`src/fadd_pkg.sv`:
```
// Shared constants and status codes of the binary32 adder
`timescale 1ns / 1ps
`default_nettype none
package fadd_pkg;
	localparam logic [7:0] EXP_ALL_ONES = 8'hFF;
	localparam logic [7:0] EXP_ZERO = 8'h00;
	localparam int EXP_MAX_NORMAL = 254;
	localparam logic [2:0] ST_OK = 3'd0;
	localparam logic [2:0] ST_OVERFLOW = 3'd1;
	localparam logic [2:0] ST_UNDERFLOW = 3'd2;
	localparam logic [2:0] ST_NAN = 3'd3;
	localparam logic [2:0] ST_INF = 3'd4;
	localparam logic [2:0] ST_DENORM = 3'd5;
	localparam logic [2:0] ST_ZERO = 3'd6;
endpackage
`default_nettype wire

```
`src/fadd_core.sv`:
```
// Combinational binary32 add: align, add, normalize, classify
`timescale 1ns / 1ps
`default_nettype none
module fadd_core import fadd_pkg::*; (
	input  wire logic [31:0] a,
	input  wire logic [31:0] b,
	output logic      [31:0] word,
	output logic      [2:0]  st
);
	logic [7:0] ea, eb;
	logic [22:0] fa, fb;
	logic za, zb;
	logic [8:0] d;
	logic a_big;
	logic [4:0] sh;
	logic [23:0] mbig, msml, msh;
	logic [24:0] mal;
	logic sbig, ssml;
	logic [25:0] mag;
	logic [25:0] nrm;
	logic [4:0] lz;
	logic found;
	logic [9:0] ex;
	logic sgn;

	assign ea = a[30:23];
	assign eb = b[30:23];
	assign fa = a[22:0];
	assign fb = b[22:0];
	assign za = (a[30:0] == 31'd0);
	assign zb = (b[30:0] == 31'd0);

	always_comb begin
		word = 32'd0;
		st = ST_OK;
		a_big = (ea >= eb);
		d = a_big ? {1'b0, ea - eb} : {1'b0, eb - ea};
		sh = d[4:0];
		mbig = a_big ? {1'b1, fa} : {1'b1, fb};
		msml = a_big ? {1'b1, fb} : {1'b1, fa};
		sbig = a_big ? a[31] : b[31];
		ssml = a_big ? b[31] : a[31];
		// round the aligned operand with the first bit shifted out
		msh = msml >> sh;
		if (sh == 5'd0)
			mal = {1'b0, msml};
		else
			mal = {1'b0, msh} + {24'd0, msml[sh - 5'd1]};
		// signed-magnitude add
		sgn = sbig;
		if (sbig == ssml)
			mag = {2'b0, mbig} + {1'b0, mal};
		else if ({1'b0, mbig} >= mal)
			mag = {2'b0, mbig} - {1'b0, mal};
		else begin
			mag = {1'b0, mal} - {2'b0, mbig};
			sgn = ssml;
		end
		// equal magnitudes with opposite signs: the zero result gets a positive sign
		if (sbig != ssml && {1'b0, mbig} == mal)
			sgn = 1'b0;
		// normalize
		ex = {2'b0, a_big ? ea : eb};
		nrm = mag;
		lz = 5'd0;
		found = 1'b0;
		for (int i = 23; i >= 0; i--) begin
			if (!found && mag[i]) begin
				found = 1'b1;
				lz = 5'(23 - i);
			end
		end
		if (mag[24]) begin
			nrm = (mag >> 1) + {25'd0, mag[0]};
			ex = ex + 10'd1;
		end else begin
			nrm = mag << lz;
		end
		// classify in priority order
		priority if ((ea == EXP_ALL_ONES && fa != 0) || (eb == EXP_ALL_ONES && fb != 0))
			st = ST_NAN;
		else if (ea == EXP_ALL_ONES || eb == EXP_ALL_ONES)
			st = ST_INF;
		else if ((ea == EXP_ZERO && fa != 0) || (eb == EXP_ZERO && fb != 0))
			st = ST_DENORM;
		else if (za && zb)
			st = ST_ZERO;
		else if (za)
			word = b;
		else if (zb)
			word = a;
		else if (d > 9'd24)
			word = a_big ? a : b;
		else if (mag == 26'd0)
			word = 32'd0;
		else if (mag[24] && ex > 10'(EXP_MAX_NORMAL))
			st = ST_OVERFLOW;
		else if (!mag[24] && {5'd0, lz} > ex)
			st = ST_UNDERFLOW;
		else if (mag[24])
			word = {sgn, ex[7:0], nrm[22:0]};
		else
			word = {sgn, 8'(ex - {5'd0, lz}), nrm[22:0]};
	end
endmodule
`default_nettype wire

```
`src/binary32_float_adder.sv`:
```
// Top level of the binary32 adder: input and result registers around the add core
//  channel | ports                          | handshake
//  in      | operand_a, operand_b           | start && !busy
//  out     | sum_word, status               | done strobe, one cycle
// One addition per cycle; the input transfer sets v_s1 and loads the input register,
// then v_s1 sets v_s2 (done) and loads sum_word and status from the add core.
// The latency is set by the input register and the result register around
// one combinational add path. busy is always low; the receiver cannot stall.
// Reset clears the valid flags only.
`timescale 1ns / 1ps
`default_nettype none
module binary32_float_adder import fadd_pkg::*; (
	input  wire logic        clk,
	input  wire logic        arst_n,
	input  wire logic        start,
	output logic             busy,
	input  wire logic [31:0] operand_a,
	input  wire logic [31:0] operand_b,
	output logic             done,
	output logic      [31:0] sum_word,
	output logic      [2:0]  status
);
	logic [31:0] a_s1, b_s1, w;
	logic [2:0] st;
	logic v_s1, v_s2;

	assign busy = 1'b0;

	fadd_core u_core (.a(a_s1), .b(b_s1), .word(w), .st(st));

	// advance valid flags
	always_ff @(posedge clk or negedge arst_n) begin
		if (!arst_n) begin
			v_s1 <= 1'b0;
			v_s2 <= 1'b0;
		end else begin
			v_s1 <= start && !busy;
			v_s2 <= v_s1;
		end
	end

	// hold payload
	always_ff @(posedge clk) begin
		if (start && !busy) begin
			a_s1 <= operand_a;
			b_s1 <= operand_b;
		end
		if (v_s1) begin
			sum_word <= w;
			status <= st;
		end
	end

	assign done = v_s2;
endmodule
`default_nettype wire

```
`config.mk`:
```
export PLATFORM = sky130hd
export DESIGN_NAME = binary32_float_adder
export DESIGN_NICKNAME = d
export VERILOG_FILES = /design/src/fadd_pkg.sv /design/src/fadd_core.sv /design/src/binary32_float_adder.sv
export SDC_FILE = /design/constraint.sdc
export NUM_CORES = 1
export LEC_CHECK = 0
export BUFFER_PORTS_ARGS = -buffer_cell sky130_fd_sc_hd__buf_2
export CAP_MARGIN = 20
export CELL_PAD_IN_SITES_DETAIL_PLACEMENT = 1
export CELL_PAD_IN_SITES_GLOBAL_PLACEMENT = 1
export CORE_ASPECT_RATIO = 1.2
export CORE_MARGIN = 5
export CORE_UTILIZATION = 52
export CTS_BUF_LIST = sky130_fd_sc_hd__clkbuf_2
export CTS_CLUSTER_DIAMETER = 30
export DETAILED_ROUTE_END_ITERATION = 8
export HOLD_SLACK_MARGIN = 0.15
export PLACE_DENSITY_LB_ADDON = 0.08
export SYNTH_ARGS = -nofsm -noshare
export SYNTH_HDL_FRONTEND = slang
export SYNTH_HIERARCHICAL = 1
export SYNTH_SLANG_ARGS = --single-unit
export TNS_END_PERCENT = 100
```
`constraint.sdc`:
```
create_clock -name clk -period 23.8 [get_ports clk]
set_clock_uncertainty 0.05 [all_clocks]
set_input_delay 1.19 -clock clk [delete_from_list [all_inputs] [get_ports clk]]
set_output_delay 1.19 -clock clk [all_outputs]
set_load 0.05 [all_outputs]
```
==> results.yml, run 1 <==
yosys:
  yosysUniqueCellTypes: 107
  yosys_warnings: 6
  syn_inst: 2018
  synth_top_area_share_pct: 19.2
  synth_edf_count: 99
  synth_area_leaders: "edfxtp_1 (19%), ha_1 (8.1%), mux2i_1 (6.2%)"
  netlist.top_cell.by_area: "edfxtp_1"
  synth_area_per_cell_um2: 7.65
  syn-cell-area_um2: 15400
  ys.flop_type: "edfxtp_1"
  synth_seq_cells: 101
  async_reset_ff_share_pct: 1.98
  synth_fp_nets: 2191
  seq_area_frac_synth_pct: 19.6
drt:
  drt_iter0_drc: 2279
  drt-wirelength-per-cell_um: 28.5
  vias: 17500
  drt-pass1-iter-count: 5
  antenna_left: 0
  via_per_inst: 7.18
  routed_wl_um: 69400
  drc: 0
floorplan:
  initial_core_util_pct: 52.5
  pin_count: 104
  die-area_um2: 33300
  die_h_um: 199
  fp.dieW_um: 167
  num_rows: 69
  core-area_um2: 29400
global_routing:
  grt_usage_pct: 40.1
  grt-ovfl-total: 0
  grt_pass1_wl_um: 104000
  grt_pass1_vias: 17300
  grt_max_degree: 66
  antenna_found_initial: 1
power:
  irDropWorstVdd_uv: 120
  p_per_area_nw_per_um2: 159
  p_leak_uw: 0.00654
critical_path:
  path_delay_family: "compound AO/OA/AOI/OAI gates"
  reg2reg_from: "a_s1[23]"
  critPathKind: "register to register"
  end_kind: "register"
  timing.rr.end: "sum_word[20]"
  crit_path_start_kind: "register"
  critPathSlowestCell: "a21oi_4"
  worst-r2r-cell-count: 53
  max_stage_delay_ps: 790
  cp_data_required_time_ps: 24190
  cp.arrival_ps: 17330
  crit_path_max_fanout: 31
  critPathBufInv: 9
  r2r_slack_ps: 6860
hold_path:
  hp-start: "operand_a[14]"
  min_path_type: "primary input to register"
  hold_depth: 1
  hold-path-endpoint: "a_s1[14]"
sta:
  rsz0062_at_grt: "false"
  min_period_ps: 16940
  slew_viol_final: 0
  period_share_pct: 71.2
  tightestPinTransition_ps: 1020
  relSlewSlack_pct: 30.9
  finalHoldViolCount: 0
  setup_violations: 0
  tns_ps: 0
  fmax_ghz: 0.0590
  hold_ws_ps: 620
cells_and_area:
  layoutNonFillerInstCount: 2437
  syn_to_final_growth_pct: 5.54
  final_net_count: 2214
  drive_above_1_share_pct: 12.0
cts:
  clockBufferDepth: 2
  postCtsSetupBuffers: 0
  cts_tree: "yes"
  cts_sinks: 101
  clock_latency_ps: 660
  htree_levels: 3
  cts_buffers: 9
  clk_pin_slew_ps: 330
  cts_root_buf: "clkbuf_2"
place:
  place_congestion: 1.03
  port_buffers: 102
  dpl.cell_count: 2418
  dp_hpwl_um: 54300
job:
  maxCapViolations: 0
outcome:
  status: "finished, final reports clean"
## registers in the layout, indices dropped and copies added, names as in the netlist
name      count
a_s1         32
b_s1         32
v_s1          1
status        3
sum_word     32
done          1
## worst max-delay path by stage
stage / cells past startpoint / startpoint / endpoint / slack (ps)
after floorplan: 58 / a_s1[23] / sum_word[20] / 11750
after global placement: 55 / a_s1[23] / sum_word[20] / 8340
after detailed placement: 54 / a_s1[23] / sum_word[20] / 7590
after CTS: 57 / a_s1[23] / sum_word[20] / 7440
after global routing: 53 / a_s1[23] / sum_word[20] / 6140
final: 53 / a_s1[23] / sum_word[20] / 6860
## what timing repair did
action                                 in CTS  in global routing
endpoints found under the hold margin       1                  0
resized for setup                           0                  0
hold buffers                                1                  0
## placed cells by master (no fill, tap or decap), types with 20 or more instances in the layout
| cell type | n |
|---|---|
| and2_1 | 20 |
| o21ai_0 | 118 |
| buf_4 | 34 |
| a21o_1 | 22 |
| o21bai_1 | 33 |
| xor2_1 | 21 |
| nand4_1 | 30 |
| nor4_1 | 34 |
| nor3_1 | 64 |
| a21oi_1 | 157 |
| ha_1 | 100 |
| or3_1 | 21 |
| a221oi_1 | 21 |
| a211oi_1 | 25 |
| and3_1 | 33 |
| nand3_1 | 73 |
| nand2_1 | 193 |
| mux2_2 | 27 |
| mux2i_1 | 94 |
| edfxtp_1 | 99 |
| o21a_1 | 42 |
| buf_2 | 102 |
| xnor2_1 | 30 |
| nor2_1 | 204 |
| inv_1 | 117 |
## worst register-to-register path: cells and delay by family, from the launching register on
kind,cells,cell delay (ps)
compound gates,19,5660
xor+xnor,1,140
fa+ha+maj,6,2250
buf+inv,9,2530
flops,1,560
mux,1,470
simple gates,17,5070
## metrics by stage
stage | cell area (µm²) | power, µW | util, % | setup slack, ps
after floorplan | 15400 | 1750 | - | 11750
after global placement | 16200 | 2380 | 54.9 | 8340
after detailed placement | 16200 | 2430 | 54.9 | 7590
after CTS | 16300 | 2520 | 55.3 | 7440
after global routing | 16300 | 2730 | 55.4 | 6140
final | 16300 | 2600 | 55.4 | 6860
## where the power goes
group / internal [µW] / leakage [µW] / switching (µW)
combinational: 714 / 0.00549 / 1540
sequential: 234 / 0.000990 / 30.8
clock: 16.1 / 0.0000619 / 66.2
## Yosys cell counts, drive strengths merged (6+ instances only)
cell type,n
a221o,6
nor3,65
o221ai,15
nand3,74
mux2i,97
o211ai,19
o21bai,33
inv,119
a211oi,28
or4,8
o31ai,14
a31oi,19
or3,21
a311oi,6
fa,6
nand2b,18
a221oi,21
nand4,32
o311ai,8
a2111oi,9
buf,44
o21ai,128
a21o,22
mux2,29
edfxtp,99
nor2b,18
nor2,205
ha,100
a211o,8
o22ai,12
xor2,22
and3,33
and2,23
clkbuf,81
a21oi,161
xnor2,31
mux4,17
o2111ai,6
o21a,42
or2,8
nand2,194
nor4,35
## kinds of logic (layout without fill, tap and decap cells)
family	after synthesis	after routing	synth area share (%)
adders and majority gates	106	106	8.88
buffers and inverters	247	275	6.69
xor gates and xnor gates	53	53	3.00
muxes	143	143	11.0
AOI/OAI and AO/OA	607	607	26.7
and+or+nand+nor	760	760	24.1
DFF	101	101	19.6
other	1	2	0.0243
## final cells by class
cell class / instances / area (µm²)
fillers: 3784 / 13100
multi-input cells: 1670 / 11400
flip-flops and latches: 101 / 3020
repair buffers: 137 / 776
well taps: 390 / 488
inverters: 122 / 458
clock inverters: 6 / 57.6
clock buffers: 10 / 50.0
diodes: 1 / 2.50
## layer usage
metal | global-route usage, % | part of all wire, %
met2 | 67.6 | 46
met5 | 0 | 0
met1 | 48.7 | 38
met4 | 23.6 | 7.6
met3 | 5.82 | 8.2
Power figures use the tool's default switching activity.
==> run 2: changes to the inputs <==
--- a/config.mk
+++ b/config.mk
@@ -11,7 +11,7 @@
 export CELL_PAD_IN_SITES_GLOBAL_PLACEMENT = 1
 export CORE_ASPECT_RATIO = 1.2
 export CORE_MARGIN = 5
-export CORE_UTILIZATION = 52
+export CORE_UTILIZATION = 48
 export CTS_BUF_LIST = sky130_fd_sc_hd__clkbuf_2
 export CTS_CLUSTER_DIAMETER = 30
 export DETAILED_ROUTE_END_ITERATION = 8
==> constraint.sdc (replaced) <==
create_clock -name clk -period 15.8 [get_ports clk]
set_clock_uncertainty 0.05 [all_clocks]
set_input_delay 0.79 -clock clk [delete_from_list [all_inputs] [get_ports clk]]
set_output_delay 0.79 -clock clk [all_outputs]
set_load 0.05 [all_outputs]
==> run 2 against run 1 <==
Sequential cell count did not move. Non-clock buffer count grew 25. Global-route usage shrank 1.9 points. Cell area up 1.7%. First-iteration DRC count down 13%. Sequential power is 51% higher. Via count decreased by 1.2%. Critical path depth is 5 lower. Register-to-register slack lost 5900 ps. Critical path type unchanged. Critical endpoint unchanged. Highest routed layer unchanged.
==> results.yml, run 2 (synthesis gave the netlist of run 1 again) <==
critical_path:
  critPathSlowestCell: "or4_1"
  critPathKind: "register to register"
  crit_top_cell: "ha_1"
  cp_data_required_time_ps: 16230
  crit_path_start_kind: "register"
  max_stage_delay_ps: 640
  cp.arrival_ps: 15310
  crit_path_max_fanout: 26
  end_kind: "register"
place:
  place_congestion: 1.01
  port_buffers: 102
  dp_hpwl_um: 55800
power:
  irDropWorstVdd_uv: 102
  p_per_area_nw_per_um2: 243
  p_leak_uw: 0.00669
  p_total_uw: 4030
cts:
  cts_buffers: 9
  clock_latency_ps: 650
  clockBufferDepth: 2
  clk_pin_slew_ps: 340
  post_cts_resized: 0
  htree_levels: 3
  cts_sinks: 101
  cts_root_buf: "clkbuf_2"
  cts_tree: "yes"
sta:
  relSlewSlack_pct: 31.7
  finalHoldViolCount: 0
  period_share_pct: 94.2
  min_period_ps: 14880
  slew_viol_final: 0
  rsz0062_at_grt: "false"
  fmax_ghz: 0.0672
  setup_violations: 0
  tightestPinTransition_ps: 1020
  tns_ps: 0
floorplan:
  die-area_um2: 35900
  initial_core_util_pct: 48.3
  die_h_um: 207
  core-area_um2: 32000
  num_rows: 72
  pin_count: 104
  fp.dieW_um: 174
global_routing:
  grt_pass1_vias: 17000
  grt-ovfl-total: 0
  grt_max_degree: 66
  grt_pass1_wl_um: 106000
  antenna_found_initial: 1
  grt_usage_pct: 38.2
cells_and_area:
  drive_above_1_share_pct: 13.0
  layout_common_cells: "nor2_1 (204), nand2_1 (193), a21oi_1 (157)"
  multi_input_area_um2: 11500
  nFillCells: 4059
  final_net_count: 2240
  syn_to_final_growth_pct: 7.32
  final_common_cell: "nor2_1"
  ff_latch_area_um2: 3020
  top_regs: "a_s1 (32), b_s1 (32), sum_word (32)"
drt:
  routed_wl_um: 71300
  drc: 0
  antenna_left: 0
  vias: 17300
  drt_iter0_drc: 1977
  drt-wirelength-per-cell_um: 28.7
  drt-pass1-iter-count: 5
  via_per_inst: 6.97
outcome:
  status: "finished, final reports clean"
hold_path:
  min_path_type: "primary input to register"
job:
  maxCapViolations: 0
==> run 2: cell types whose count changed in the layout (fill, tap and decap cells not counted), moves of 2 or more <==
cell / previous run / this run
inv_6: 2 / 0
clkinvlp_4: 2 / 0
inv_8: 0 / 2
buf_4: 34 / 55
dlygate4sd3_1: 1 / 4
==> run 2: worst paths after layout <==
kind / startpoint / end / slack (ps) / cells after the start
worst max-delay path: a_s1[23] / sum_word[20] / 920 / 48
worst min-delay path: operand_b[6] / b_s1[6] / 220 / 1
worst max register to register: a_s1[23] / sum_word[20] / 920 / 48
worst min register to register: v_s1 / done / 730 / 1
max in group asynchronous: arst_n / v_s1 / 15270 / 2
min in group asynchronous: arst_n / done / 320 / 2
==> run 2: power breakdown <==
group | internal [µW] | switching, µW | total, µW
clock | 42.8 | 111 | 154
sequential | 353 | 47.0 | 400
combinational | 1120 | 2360 | 3480
==> run 2: timing repair <==
item | in CTS | in global routing
setup buffers | 0 | 5
endpoints found under the setup margin | 0 | 11
hold buffers | 1 | 3
hold endpoints to repair | 2 | 3
==> run 2: metal layers <==
metal  up-vias  wire, µm  track usage [%]
met3       248      5510             5.12
met2      1008     33600             65.6
met1      8438     27900             47.8
met5         -         0                0
met4         0      4200             18.1
li1       7582         -                -
==> run 2: layout make-up <==
class                      count  share of cell area, %
sequential                   101                   18.2
clock buffer                   9                  0.272
inverter                     122                   2.76
timing repair buffer         162                   5.93
antenna                        1                 0.0151
clock inverter                 7                  0.619
multi-input combinational   1671                   69.1
tap                          407                   3.07
==> run 2: worst max-delay path, delay by kind of cell (launching register included) <==
kind                       cells  cell delay, ps
AOI/OAI and AO/OA             16            4160
adders and majority gates      7            2600
buffers and inverters          5             870
DFF                            1             530
muxes                          1             500
and+or+nand+nor               19            5960
==> run 2: stage by stage <==
step / setup slack, ps / util, % / cell area [µm²] / std cells / hold WS [ps]
after floorplan: 3750 / - / 15400 / 2018 / 444
after global placement: 1710 / 51.1 / 16300 / 2453 / 524
after detailed placement: 1120 / 51.1 / 16300 / 2453 / 536
after CTS: 1020 / 51.6 / 16500 / 2470 / 191
after global routing: 30.8 / 51.8 / 16600 / 2480 / 156
final: 923 / 51.8 / 16600 / 2480 / 223
